## src/multiwave_oscillator_pan_unit_macros.svh

```systemverilog
// assertion macros for the multiwave oscillator with pan
// used by the top level only, no other dependencies
`ifndef MULTIWAVE_OSCILLATOR_PAN_UNIT_MACROS_SVH
`define MULTIWAVE_OSCILLATOR_PAN_UNIT_MACROS_SVH

// same-cycle implication
`define MWOP_ASSERT(label, clk, rst_n, ante, cons, msg) \
    label: assert property (@(posedge clk) disable iff (!rst_n) (ante) |-> (cons)) \
        else $error(msg);

// next-cycle implication
`define MWOP_ASSERT_NEXT(label, clk, rst_n, ante, cons, msg) \
    label: assert property (@(posedge clk) disable iff (!rst_n) (ante) |=> (cons)) \
        else $error(msg);

`endif

```

## src/mwop_pkg.sv

```systemverilog
// shared types, constants and helpers for the multiwave oscillator with pan
// no dependencies; used by every module of the block
package mwop_pkg;

    localparam int PHASE_BITS_DEF      = 32;
    localparam int SINE_TABLE_BITS_DEF = 10;
    localparam int SAMPLE_BITS         = 16;
    localparam int STEP_W              = 32;
    localparam int GAIN_W              = 9;
    localparam int WSEL_W              = 3;
    localparam int LFSR_W              = 16;
    localparam int CALC_W              = SAMPLE_BITS + 3;
    localparam int SA_W                = SAMPLE_BITS + 8;
    localparam int MUL_W               = 33;
    localparam int PROD_W              = 2 * MUL_W;
    localparam int SIN_Q               = 30;
    localparam int U_W                 = SIN_Q + 1;
    localparam int FS                  = 2 ** (SAMPLE_BITS - 1);

    localparam logic [U_W-1:0]    SIN_A = 31'd1686629713;
    localparam logic [U_W-1:0]    SIN_B = 31'd688904870;
    localparam logic [U_W-1:0]    SIN_C = 31'd76017005;

    localparam logic [LFSR_W-1:0] LFSR_SEED = 16'hFFFF;
    localparam logic [LFSR_W-1:0] LFSR_TAPS = 16'hB400;

    localparam logic [STEP_W-1:0] STEP_RST  = 32'd42852281;
    localparam logic [GAIN_W-1:0] GAIN_ONE  = 9'd256;
    localparam logic [GAIN_W-1:0] GAIN_RST  = 9'd128;

    localparam logic [WSEL_W-1:0] WAVE_SINE     = 3'd0;
    localparam logic [WSEL_W-1:0] WAVE_SAWTOOTH = 3'd1;
    localparam logic [WSEL_W-1:0] WAVE_SQUARE   = 3'd2;
    localparam logic [WSEL_W-1:0] WAVE_TRIANGLE = 3'd3;
    localparam logic [WSEL_W-1:0] WAVE_NOISE    = 3'd4;

    typedef enum logic [1:0] {
        REG_PHASE_STEP   = 2'd0,
        REG_WAVE_SELECT  = 2'd1,
        REG_AMPLITUDE    = 2'd2,
        REG_PAN_POSITION = 2'd3
    } cfg_reg_t;

    typedef enum logic [3:0] {
        ST_IDLE,
        ST_WAVE,
        ST_SIN_SQ,
        ST_SIN_C,
        ST_SIN_B,
        ST_SIN_A,
        ST_AMP,
        ST_PAN_L,
        ST_PAN_R,
        ST_DONE
    } state_t;

    typedef enum logic [2:0] {
        MOP_U_U,
        MOP_C_U2,
        MOP_B_U2,
        MOP_A_U,
        MOP_SAMPLE_AMP,
        MOP_SA_PAN,
        MOP_SA_RPAN
    } mul_op_t;

    typedef struct packed {
        logic in_valid;
        logic tick;
        logic is_sine;
        logic out_free;
    } stat_t;

    typedef struct packed {
        state_t  state;
        logic    in_ready;
        logic    mul_en;
        mul_op_t mul_op;
        logic    load_wave;
        logic    load_u2;
        logic    load_sine;
        logic    load_sa;
        logic    load_left;
        logic    load_out;
    } ctrl_t;

    function automatic logic signed [SAMPLE_BITS-1:0] clamp_sample(
        input logic signed [CALC_W-1:0] v
    );
        logic signed [CALC_W-1:0] hi;
        logic signed [CALC_W-1:0] lo;
        hi = CALC_W'(FS - 1);
        lo = CALC_W'(-FS);
        if (v > hi)
        begin
            clamp_sample = SAMPLE_BITS'(hi);
        end
        else if (v < lo)
        begin
            clamp_sample = SAMPLE_BITS'(lo);
        end
        else
        begin
            clamp_sample = SAMPLE_BITS'(v);
        end
    endfunction

endpackage

```

## src/mwop_mul.sv

```systemverilog
// shared multiplier with registered product
// depends on mwop_pkg
module mwop_mul import mwop_pkg::*;
(
    input  logic                     clk,
    input  logic                     en,
    input  logic signed [MUL_W-1:0]  op_a,
    input  logic signed [MUL_W-1:0]  op_b,
    output logic signed [PROD_W-1:0] product
);

    logic signed [PROD_W-1:0] prod_reg;

    always_ff @(posedge clk)
    begin
        if (en)
        begin
            prod_reg <= op_a * op_b;
        end
    end

    assign product = prod_reg;

endmodule

```

## src/mwop_wave.sv

```systemverilog
// sawtooth, square, triangle and noise shapes plus the lfsr step
// depends on mwop_pkg (clamp_sample, wave codes)
module mwop_wave import mwop_pkg::*;
#(
    parameter int PHASE_BITS = PHASE_BITS_DEF
)
(
    input  logic [PHASE_BITS-1:0]         phase,
    input  logic [WSEL_W-1:0]             wave_select,
    input  logic [LFSR_W-1:0]             lfsr,
    output logic signed [SAMPLE_BITS-1:0] sample,
    output logic [LFSR_W-1:0]             lfsr_next
);

    logic [PHASE_BITS+15:0]     ext;
    logic [SAMPLE_BITS-1:0]     top_s;
    logic [SAMPLE_BITS:0]       top_t;
    logic signed [CALC_W-1:0]   fs_c;
    logic signed [CALC_W-1:0]   saw_c;
    logic signed [CALC_W-1:0]   tri_c;
    logic                       first_half;

    assign ext        = {phase, 16'b0};
    assign top_s      = ext[PHASE_BITS+15 -: SAMPLE_BITS];
    assign top_t      = ext[PHASE_BITS+15 -: SAMPLE_BITS+1];
    assign first_half = ~phase[PHASE_BITS-1];
    assign fs_c       = CALC_W'(FS);

    assign saw_c = fs_c - $signed(CALC_W'(top_s));
    assign tri_c = first_half ? (fs_c - $signed(CALC_W'(top_t)))
                              : ($signed(CALC_W'(top_t)) - CALC_W'(3 * FS));

    // galois step, one per noise item
    assign lfsr_next = lfsr[0] ? ((lfsr >> 1) ^ LFSR_TAPS) : (lfsr >> 1);

    always_comb
    begin
        unique case (wave_select)
            WAVE_SAWTOOTH: sample = clamp_sample(saw_c);
            WAVE_SQUARE:   sample = first_half ? SAMPLE_BITS'(-FS) : SAMPLE_BITS'(FS - 1);
            WAVE_TRIANGLE: sample = clamp_sample(tri_c);
            WAVE_NOISE:    sample = $signed(lfsr_next[LFSR_W-1 -: SAMPLE_BITS]);
            default:       sample = '0;
        endcase
    end

endmodule

```

## src/mwop_ctrl.sv

```systemverilog
// sequencer that steps the shared multiplier through sine and gain work
// depends on mwop_pkg (state_t, ctrl_t, stat_t)
module mwop_ctrl import mwop_pkg::*;
(
    input  logic  clk,
    input  logic  rst_n,
    input  stat_t stat,
    output ctrl_t ctrl
);

    state_t state_reg;
    state_t state_next;

    always_ff @(posedge clk or negedge rst_n)
    begin
        if (!rst_n)
        begin
            state_reg <= ST_IDLE;
        end
        else
        begin
            state_reg <= state_next;
        end
    end

    always_comb
    begin
        state_next = state_reg;
        unique case (state_reg)
            ST_IDLE:
            begin
                if (stat.in_valid && stat.tick)
                begin
                    state_next = ST_WAVE;
                end
            end
            ST_WAVE:   state_next = stat.is_sine ? ST_SIN_SQ : ST_AMP;
            ST_SIN_SQ: state_next = ST_SIN_C;
            ST_SIN_C:  state_next = ST_SIN_B;
            ST_SIN_B:  state_next = ST_SIN_A;
            ST_SIN_A:  state_next = ST_AMP;
            ST_AMP:    state_next = ST_PAN_L;
            ST_PAN_L:  state_next = ST_PAN_R;
            ST_PAN_R:  state_next = ST_DONE;
            ST_DONE:
            begin
                if (stat.out_free)
                begin
                    state_next = ST_IDLE;
                end
            end
            default:   state_next = ST_IDLE;
        endcase
    end

    always_comb
    begin
        ctrl           = '0;
        ctrl.state     = state_reg;
        ctrl.mul_op    = MOP_U_U;
        unique case (state_reg)
            ST_IDLE:   ctrl.in_ready = 1'b1;
            ST_WAVE:
            begin
                ctrl.load_wave = 1'b1;
                ctrl.mul_en    = 1'b1;
                ctrl.mul_op    = MOP_U_U;
            end
            ST_SIN_SQ:
            begin
                ctrl.load_u2 = 1'b1;
                ctrl.mul_en  = 1'b1;
                ctrl.mul_op  = MOP_C_U2;
            end
            ST_SIN_C:
            begin
                ctrl.mul_en = 1'b1;
                ctrl.mul_op = MOP_B_U2;
            end
            ST_SIN_B:
            begin
                ctrl.mul_en = 1'b1;
                ctrl.mul_op = MOP_A_U;
            end
            ST_SIN_A:  ctrl.load_sine = 1'b1;
            ST_AMP:
            begin
                ctrl.mul_en = 1'b1;
                ctrl.mul_op = MOP_SAMPLE_AMP;
            end
            ST_PAN_L:
            begin
                ctrl.load_sa = 1'b1;
                ctrl.mul_en  = 1'b1;
                ctrl.mul_op  = MOP_SA_PAN;
            end
            ST_PAN_R:
            begin
                ctrl.load_left = 1'b1;
                ctrl.mul_en    = 1'b1;
                ctrl.mul_op    = MOP_SA_RPAN;
            end
            ST_DONE:   ctrl.load_out = stat.out_free;
            default:   ctrl.in_ready = 1'b0;
        endcase
    end

endmodule

```

## src/multiwave_oscillator_pan_unit.sv

```systemverilog
// top level of the multiwave oscillator with pan: registers, operand mux, output stage
// depends on mwop_pkg, mwop_mul, mwop_wave, mwop_ctrl and the macros header
//
// usage:
//   s_* channel: one item per sample period; tdata bit 0 is tick. an item with
//   tick low is taken and gives no result. an item with tick high advances the
//   phase by phase_step and yields one stereo item on the m_* channel.
//   cfg_* port: write cfg_data to register cfg_index (0 phase_step,
//   1 wave_select, 2 amplitude, 3 pan_position) while the block is idle.
// sequencing:
//   one shared 33x33 multiplier does all products, one per cycle. sine adds
//   four sequencing steps to the other shapes; the next item is taken only once
//   the previous result has moved into the output register.
// reset:
//   phase 0, lfsr all ones, registers at their defaults, no item pending.
// stall:
//   a finished item waits in the output register; the next item is taken and
//   worked on, and holds in its last step until the output register frees.
`include "multiwave_oscillator_pan_unit_macros.svh"

module multiwave_oscillator_pan_unit import mwop_pkg::*;
#(
    parameter int PHASE_BITS      = PHASE_BITS_DEF,
    parameter int SINE_TABLE_BITS = SINE_TABLE_BITS_DEF
)
(
    input  logic              clk,
    input  logic              rst_n,
    input  logic              s_tvalid,
    output logic              s_tready,
    input  logic [7:0]        s_tdata,    // [0] tick, [7:1] zero
    output logic              m_tvalid,
    input  logic              m_tready,
    output logic [31:0]       m_tdata,    // [15:0] left_sample, [31:16] right_sample
    input  logic              cfg_we,
    input  logic [1:0]        cfg_index,
    input  logic [STEP_W-1:0] cfg_data
);

    logic [STEP_W-1:0]     phase_step_reg;
    logic [WSEL_W-1:0]     wave_sel_reg;
    logic [GAIN_W-1:0]     amp_reg;
    logic [GAIN_W-1:0]     pan_reg;

    logic [PHASE_BITS-1:0] phase_reg;
    logic [PHASE_BITS-1:0] step_ext;
    logic [LFSR_W-1:0]     lfsr_reg;
    logic [LFSR_W-1:0]     lfsr_next;

    logic [U_W-1:0]                u2_reg;
    logic signed [SAMPLE_BITS-1:0] sample_reg;
    logic signed [SA_W-1:0]        sa_reg;
    logic [SAMPLE_BITS-1:0]        left_reg;
    logic [31:0]                   out_data_reg;
    logic                          out_valid_reg;

    logic signed [SAMPLE_BITS-1:0] wave_sample;
    logic signed [SAMPLE_BITS-1:0] sine_mag;
    logic signed [SAMPLE_BITS-1:0] sine_val;

    logic [1:0]                    quad;
    logic [SINE_TABLE_BITS-1:0]    sin_idx;
    logic [SINE_TABLE_BITS:0]      sin_mir;
    logic [U_W-1:0]                sin_u;
    logic [U_W-1:0]                p_q30;
    logic signed [SA_W-1:0]        sa_now;

    logic [GAIN_W-1:0]             amp_sat;
    logic [GAIN_W-1:0]             pan_sat;
    logic [GAIN_W-1:0]             rpan;

    logic signed [MUL_W-1:0]       op_a;
    logic signed [MUL_W-1:0]       op_b;
    logic signed [PROD_W-1:0]      product;

    logic                          accept;
    stat_t                         stat;
    ctrl_t                         ctrl;

    localparam logic [SINE_TABLE_BITS:0] TBL_SIZE = {1'b1, {SINE_TABLE_BITS{1'b0}}};

    assign accept   = s_tvalid && s_tready;
    assign s_tready = ctrl.in_ready;
    assign m_tvalid = out_valid_reg;
    assign m_tdata  = out_data_reg;

    assign stat.in_valid = s_tvalid;
    assign stat.tick     = s_tdata[0];
    assign stat.is_sine  = (wave_sel_reg == WAVE_SINE);
    assign stat.out_free = !out_valid_reg || m_tready;

    mwop_ctrl u_ctrl
    (
        .clk   (clk),
        .rst_n (rst_n),
        .stat  (stat),
        .ctrl  (ctrl)
    );

    mwop_wave #(.PHASE_BITS(PHASE_BITS)) u_wave
    (
        .phase       (phase_reg),
        .wave_select (wave_sel_reg),
        .lfsr        (lfsr_reg),
        .sample      (wave_sample),
        .lfsr_next   (lfsr_next)
    );

    mwop_mul u_mul
    (
        .clk     (clk),
        .en      (ctrl.mul_en),
        .op_a    (op_a),
        .op_b    (op_b),
        .product (product)
    );

    // configuration registers
    always_ff @(posedge clk or negedge rst_n)
    begin
        if (!rst_n)
        begin
            phase_step_reg <= STEP_RST;
            wave_sel_reg   <= WAVE_SINE;
            amp_reg        <= GAIN_RST;
            pan_reg        <= GAIN_RST;
        end
        else if (cfg_we)
        begin
            unique case (cfg_reg_t'(cfg_index))
                REG_PHASE_STEP:   phase_step_reg <= cfg_data;
                REG_WAVE_SELECT:  wave_sel_reg   <= cfg_data[WSEL_W-1:0];
                REG_AMPLITUDE:    amp_reg        <= cfg_data[GAIN_W-1:0];
                REG_PAN_POSITION: pan_reg        <= cfg_data[GAIN_W-1:0];
                default:          amp_reg        <= amp_reg;
            endcase
        end
    end

    assign step_ext = PHASE_BITS'(phase_step_reg);
    assign amp_sat  = (amp_reg > GAIN_ONE) ? GAIN_ONE : amp_reg;
    assign pan_sat  = (pan_reg > GAIN_ONE) ? GAIN_ONE : pan_reg;
    assign rpan     = GAIN_ONE - pan_sat;

    // quarter-wave index, mirrored in odd quadrants
    assign quad    = phase_reg[PHASE_BITS-1 -: 2];
    assign sin_idx = phase_reg[PHASE_BITS-3 -: SINE_TABLE_BITS];
    assign sin_mir = quad[0] ? (TBL_SIZE - {1'b0, sin_idx}) : {1'b0, sin_idx};
    assign sin_u   = U_W'(sin_mir) << (SIN_Q - SINE_TABLE_BITS);

    assign p_q30    = product[2*SIN_Q:SIN_Q];
    assign sa_now   = product[SA_W-1:0];
    assign sine_mag = clamp_sample($signed(CALC_W'(p_q30[U_W-1 -: SAMPLE_BITS])));
    assign sine_val = quad[1] ? -sine_mag : sine_mag;

    always_comb
    begin
        unique case (ctrl.mul_op)
            MOP_U_U:
            begin
                op_a = {2'b00, sin_u};
                op_b = {2'b00, sin_u};
            end
            MOP_C_U2:
            begin
                op_a = {2'b00, SIN_C};
                op_b = {2'b00, p_q30};
            end
            MOP_B_U2:
            begin
                op_a = {2'b00, U_W'(SIN_B - p_q30)};
                op_b = {2'b00, u2_reg};
            end
            MOP_A_U:
            begin
                op_a = {2'b00, U_W'(SIN_A - p_q30)};
                op_b = {2'b00, sin_u};
            end
            MOP_SAMPLE_AMP:
            begin
                op_a = MUL_W'(sample_reg);
                op_b = MUL_W'(amp_sat);
            end
            MOP_SA_PAN:
            begin
                op_a = MUL_W'(sa_now);
                op_b = MUL_W'(pan_sat);
            end
            MOP_SA_RPAN:
            begin
                op_a = MUL_W'(sa_reg);
                op_b = MUL_W'(rpan);
            end
            default:
            begin
                op_a = '0;
                op_b = '0;
            end
        endcase
    end

    // phase and noise state
    always_ff @(posedge clk or negedge rst_n)
    begin
        if (!rst_n)
        begin
            phase_reg <= '0;
            lfsr_reg  <= LFSR_SEED;
        end
        else
        begin
            if (accept && s_tdata[0])
            begin
                phase_reg <= phase_reg + step_ext;
            end
            if (ctrl.load_wave && (wave_sel_reg == WAVE_NOISE))
            begin
                lfsr_reg <= lfsr_next;
            end
        end
    end

    // working registers
    always_ff @(posedge clk)
    begin
        if (ctrl.load_wave)
        begin
            sample_reg <= wave_sample;
        end
        else if (ctrl.load_sine)
        begin
            sample_reg <= sine_val;
        end
        if (ctrl.load_u2)
        begin
            u2_reg <= p_q30;
        end
        if (ctrl.load_sa)
        begin
            sa_reg <= sa_now;
        end
        if (ctrl.load_left)
        begin
            left_reg <= product[31:16];
        end
        if (ctrl.load_out)
        begin
            out_data_reg <= {product[31:16], left_reg};
        end
    end

    always_ff @(posedge clk or negedge rst_n)
    begin
        if (!rst_n)
        begin
            out_valid_reg <= 1'b0;
        end
        else if (ctrl.load_out)
        begin
            out_valid_reg <= 1'b1;
        end
        else if (m_tready)
        begin
            out_valid_reg <= 1'b0;
        end
    end

    `MWOP_ASSERT_NEXT(a_phase_step, clk, rst_n, accept && s_tdata[0], phase_reg == $past(phase_reg) + $past(step_ext), "phase did not advance by one step")
    `MWOP_ASSERT(a_busy_not_ready, clk, rst_n, ctrl.state != ST_IDLE, !s_tready, "ready while an item is in work")
    `MWOP_ASSERT(a_out_from_done, clk, rst_n, $rose(m_tvalid), $past(ctrl.state == ST_DONE), "result shown outside the final step")

endmodule

```

## config.mk

```make
export PLATFORM = sky130hd
export DESIGN_NAME = multiwave_oscillator_pan_unit
export DESIGN_NICKNAME = d
export VERILOG_FILES = /design/src/mwop_pkg.sv /design/src/mwop_mul.sv /design/src/mwop_wave.sv /design/src/mwop_ctrl.sv /design/src/multiwave_oscillator_pan_unit.sv
export VERILOG_INCLUDE_DIRS = /design/src /design/src/src
export SDC_FILE = /design/constraint.sdc
export NUM_CORES = 2
export LEC_CHECK = 0
export ABC_AREA = 0
export BUFFER_PORTS_ARGS = -buffer_cell sky130_fd_sc_hd__buf_2
export CORE_AREA = 2 2 304 306
export CTS_CLUSTER_DIAMETER = 100
export DETAILED_ROUTE_END_ITERATION = 10
export DIE_AREA = 0 0 306 308
export GPL_TIMING_DRIVEN = 0
export PLACE_DENSITY_LB_ADDON = 0.05
export RECOVER_POWER = 100
export SLEW_MARGIN = 20
export SYNTH_ARGS = -nofsm -noshare
export SYNTH_HDL_FRONTEND = slang
export SYNTH_SLANG_ARGS = --single-unit
```

## constraint.sdc

```tcl
create_clock -name clk -period 12.58 [get_ports clk]
set_input_delay 1.258 -clock clk [delete_from_list [all_inputs] [get_ports clk]]
set_output_delay 1.258 -clock clk [all_outputs]
set_load 0.02 [all_outputs]
```

==> flow_summary.yaml <==
outcome:
  status: "finished, violations left"
  violations: "capacitance limit, slew limit"
floorplanning:
  die_area_um2: 94200
  io_pins: 81
  die_w_um: 306
  core_area_um2: 91000
  start_util_pct: 54.6
  row_count: 111
  fp.dieH_um: 308
cells_and_area:
  multiInputGateArea_um2: 36600
  final_cell_count_no_fill: 6615
  nets: 6696
  n_fill_cell: 8367
  area.growth.synth_to_final_pct: 6.35
  insertedDiodeCount: 0
  largest_reg_flops: 61
  seqCellArea_um2: 8100
  drive_gt1_share_pct: 6.94
critical_path:
  critPathCapture: "u_mul.product[41]"
  reg2reg_slack_ps: 300
  slowest_delay_ps: 800
  cp_slowest_cell: "edfxtp_1"
  crit_fanout: 11
  path_common_cell: "fa_1"
  r2r_end: "u_mul.product[41]"
  endpoint_kind: "register"
  crit_start: "u_mul.product[31]"
  reg2reg_from: "u_mul.product[31]"
  arrival_ps: 12620
  startpoint_type: "register"
  cp.required_ps: 12920
  rr_worst_depth: 35
  critPathKind: "reg -> reg"
clocking:
  cts-root-buf: "clkbuf_16"
  cts_buffers: 29
  cts_tree: "done"
  cts_setup_buffers: 0
  worst_setup_hold_path_clk_slew_ps: 80
  ctsHoldBuffers: 0
  clk_latency_ps: 600
  cts_max_path_buffers: 3
  clock_sinks: 286
  h-tree-depth: 1
logic_synthesis:
  synth_top_area_cell: "fa_1"
  syn_area_um2: 49600
  ys.flop_type: "edfxtp_1"
  postSynthCellCount: 5240
  async_reset_ff_share_pct: 37.1
  synth.distinct_cells: 110
  post-synth-top-count-cell: "inv_1"
  synth-seq-cells: 286
  yosys-top-cells-area: "fa_1 (41%), edfxtp_1 (11%), inv_1 (7.9%), ha_1 (5.6%), nor2_1 (5.1%)"
  avgSynthCellArea_um2: 9.47
  ys_top_cells_by_count: "inv_1 (1046), fa_1 (1021), nor2_1 (676)"
  ys_seq_area_share_pct: 16.3
  ys_warn_count: 0
  synth-edff-count: 180
  yosysTopAreaCellShare_pct: 41.2
sta:
  hold_viol: 0
  worst_pin_slew_ps: 4100
  period_share_pct: 97.6
  finalMaxSlewViolations: 80
  clock_skew_ps: 27.2
  relSlewSlack_pct: -173
  rsz0062_at_grt: "false"
  post-route-min-period_ps: 12280
  max_freq_ghz: 0.0815
  setup_viol: 0
detailed_routing:
  drt_iter0_markers: 3794
  drcViolationCount: 0
  top_layer: "met5"
  met3_wirelength_mm: 18.2
  wl_per_cell_um: 26.9
  antenna_left: 0
  first_pass_iters: 7
  vias: 39049
  wl_met2_mm: 78.1
  drt-total-wl_mm: 178
  drt-met1-wl_mm: 66.8
  vias_per_cell: 5.90
min_path:
  hold_path_class: "reg -> reg"
  holdPathStages: 0
run:
  max-cap-violations: 1
global_routing:
  gr-usage-all-layers_pct: 38.8
  grt_pass1_vias: 40138
  gr-total-overflow: 0
  grt_max_degree: 80
  grt_pass1_wl_mm: 264
  antenna_found_initial: 5
placed_design:
  dp_cells: 6559
  io_buffers: 73
  place.gp.congestion: 1.06
  hpwlAfterDp_mm: 146
cells by family after synthesis:
logic type	count (synthesis)	share of synthesized area [%]
xor gates and xnor gates	164	2.93
and+or+nand+nor	1527	13.2
other	2	0.0151
buffers and inverters	1326	10.3
AOI/OAI and AO/OA	614	8.69
adders and majority gates	1242	46.7
DFF	286	16.3
muxes	79	1.78
worst max-delay path, delay by kind of cell (launching register included):
kind | cells | cell delay, ps
AOI/OAI and AO/OA | 9 | 2480
DFF | 1 | 800
adders and majority gates | 10 | 4710
and+or+nand+nor | 8 | 1570
buffers and inverters | 6 | 2100
xor gates and xnor gates | 2 | 350
worst min path at each step:
stage / start / to / slack (ps)
3_5_place_dp: left_reg[15] / m_tdata[15] / 410
3_3_place_gp: left_reg[4] / m_tdata[4] / 400
5_1_grt: left_reg[5] / m_tdata[5] / 430
2_1_floorplan: left_reg[0] / m_tdata[0] / 400
4_1_cts: left_reg[4] / m_tdata[4] / 420
6_report: left_reg[3] / m_tdata[3] / 420
routing by layer:
| layer | GRT usage [%] | up-vias |
|---|---|---|
| li1 | - | 16522 |
| met1 | 50.7 | 19854 |
| met2 | 59.6 | 2089 |
| met3 | 8.06 | 578 |
| met4 | 24.4 | 6 |
| met5 | 0 | - |
final cells by class:
type	count	share of cell area, %
plain buffers	277	2.18
repair buffers	99	0.984
multi-input cells	3665	69.4
clock buffers	32	1.40
inverters	1049	7.46
flip-flops and latches	286	15.3
well taps	1186	2.81
clock inverters	21	0.427
cell usage in the layout, fill, tap and decap left out, types with 56 or more instances in the layout:
master / n
a21o_1: 56
a21oi_1: 151
buf_2: 92
clkbuf_1: 243
dfrtp_1: 71
edfxtp_1: 180
fa_1: 1020
ha_1: 221
inv_1: 1047
mux2_2: 71
nand2_1: 530
nand2b_1: 57
nor2_1: 676
o21ai_0: 98
xnor2_1: 101
xor2_1: 62
through the flow:
stage / utilization, % / cell area [um^2] / setup WS, ps / setup TNS (ps) / hold WS [ps]
5_1_grt: 58.0 / 52800 / 41.2 / 0 / 430
6_report: 58.0 / 52800 / 304 / 0 / 420
4_1_cts: 58.2 / 53000 / 230 / 0 / 420
2_1_floorplan: - / 49800 / 3050 / 0 / 400
3_5_place_dp: 57.2 / 52000 / -53.3 / -193 / 405
3_3_place_gp: 56.7 / 51600 / -941 / -13620 / 400
repair_timing:
item | CTS | global route
pin swaps | 0 | 0
gates resized for setup | 1 | 7
setup endpoints to repair | 4 | 11
hold endpoints to repair | 0 | 0
Power is left out: the tool's default activity adds up to more than one toggle a clock period on the data nets, which glitch-free logic cannot reach.
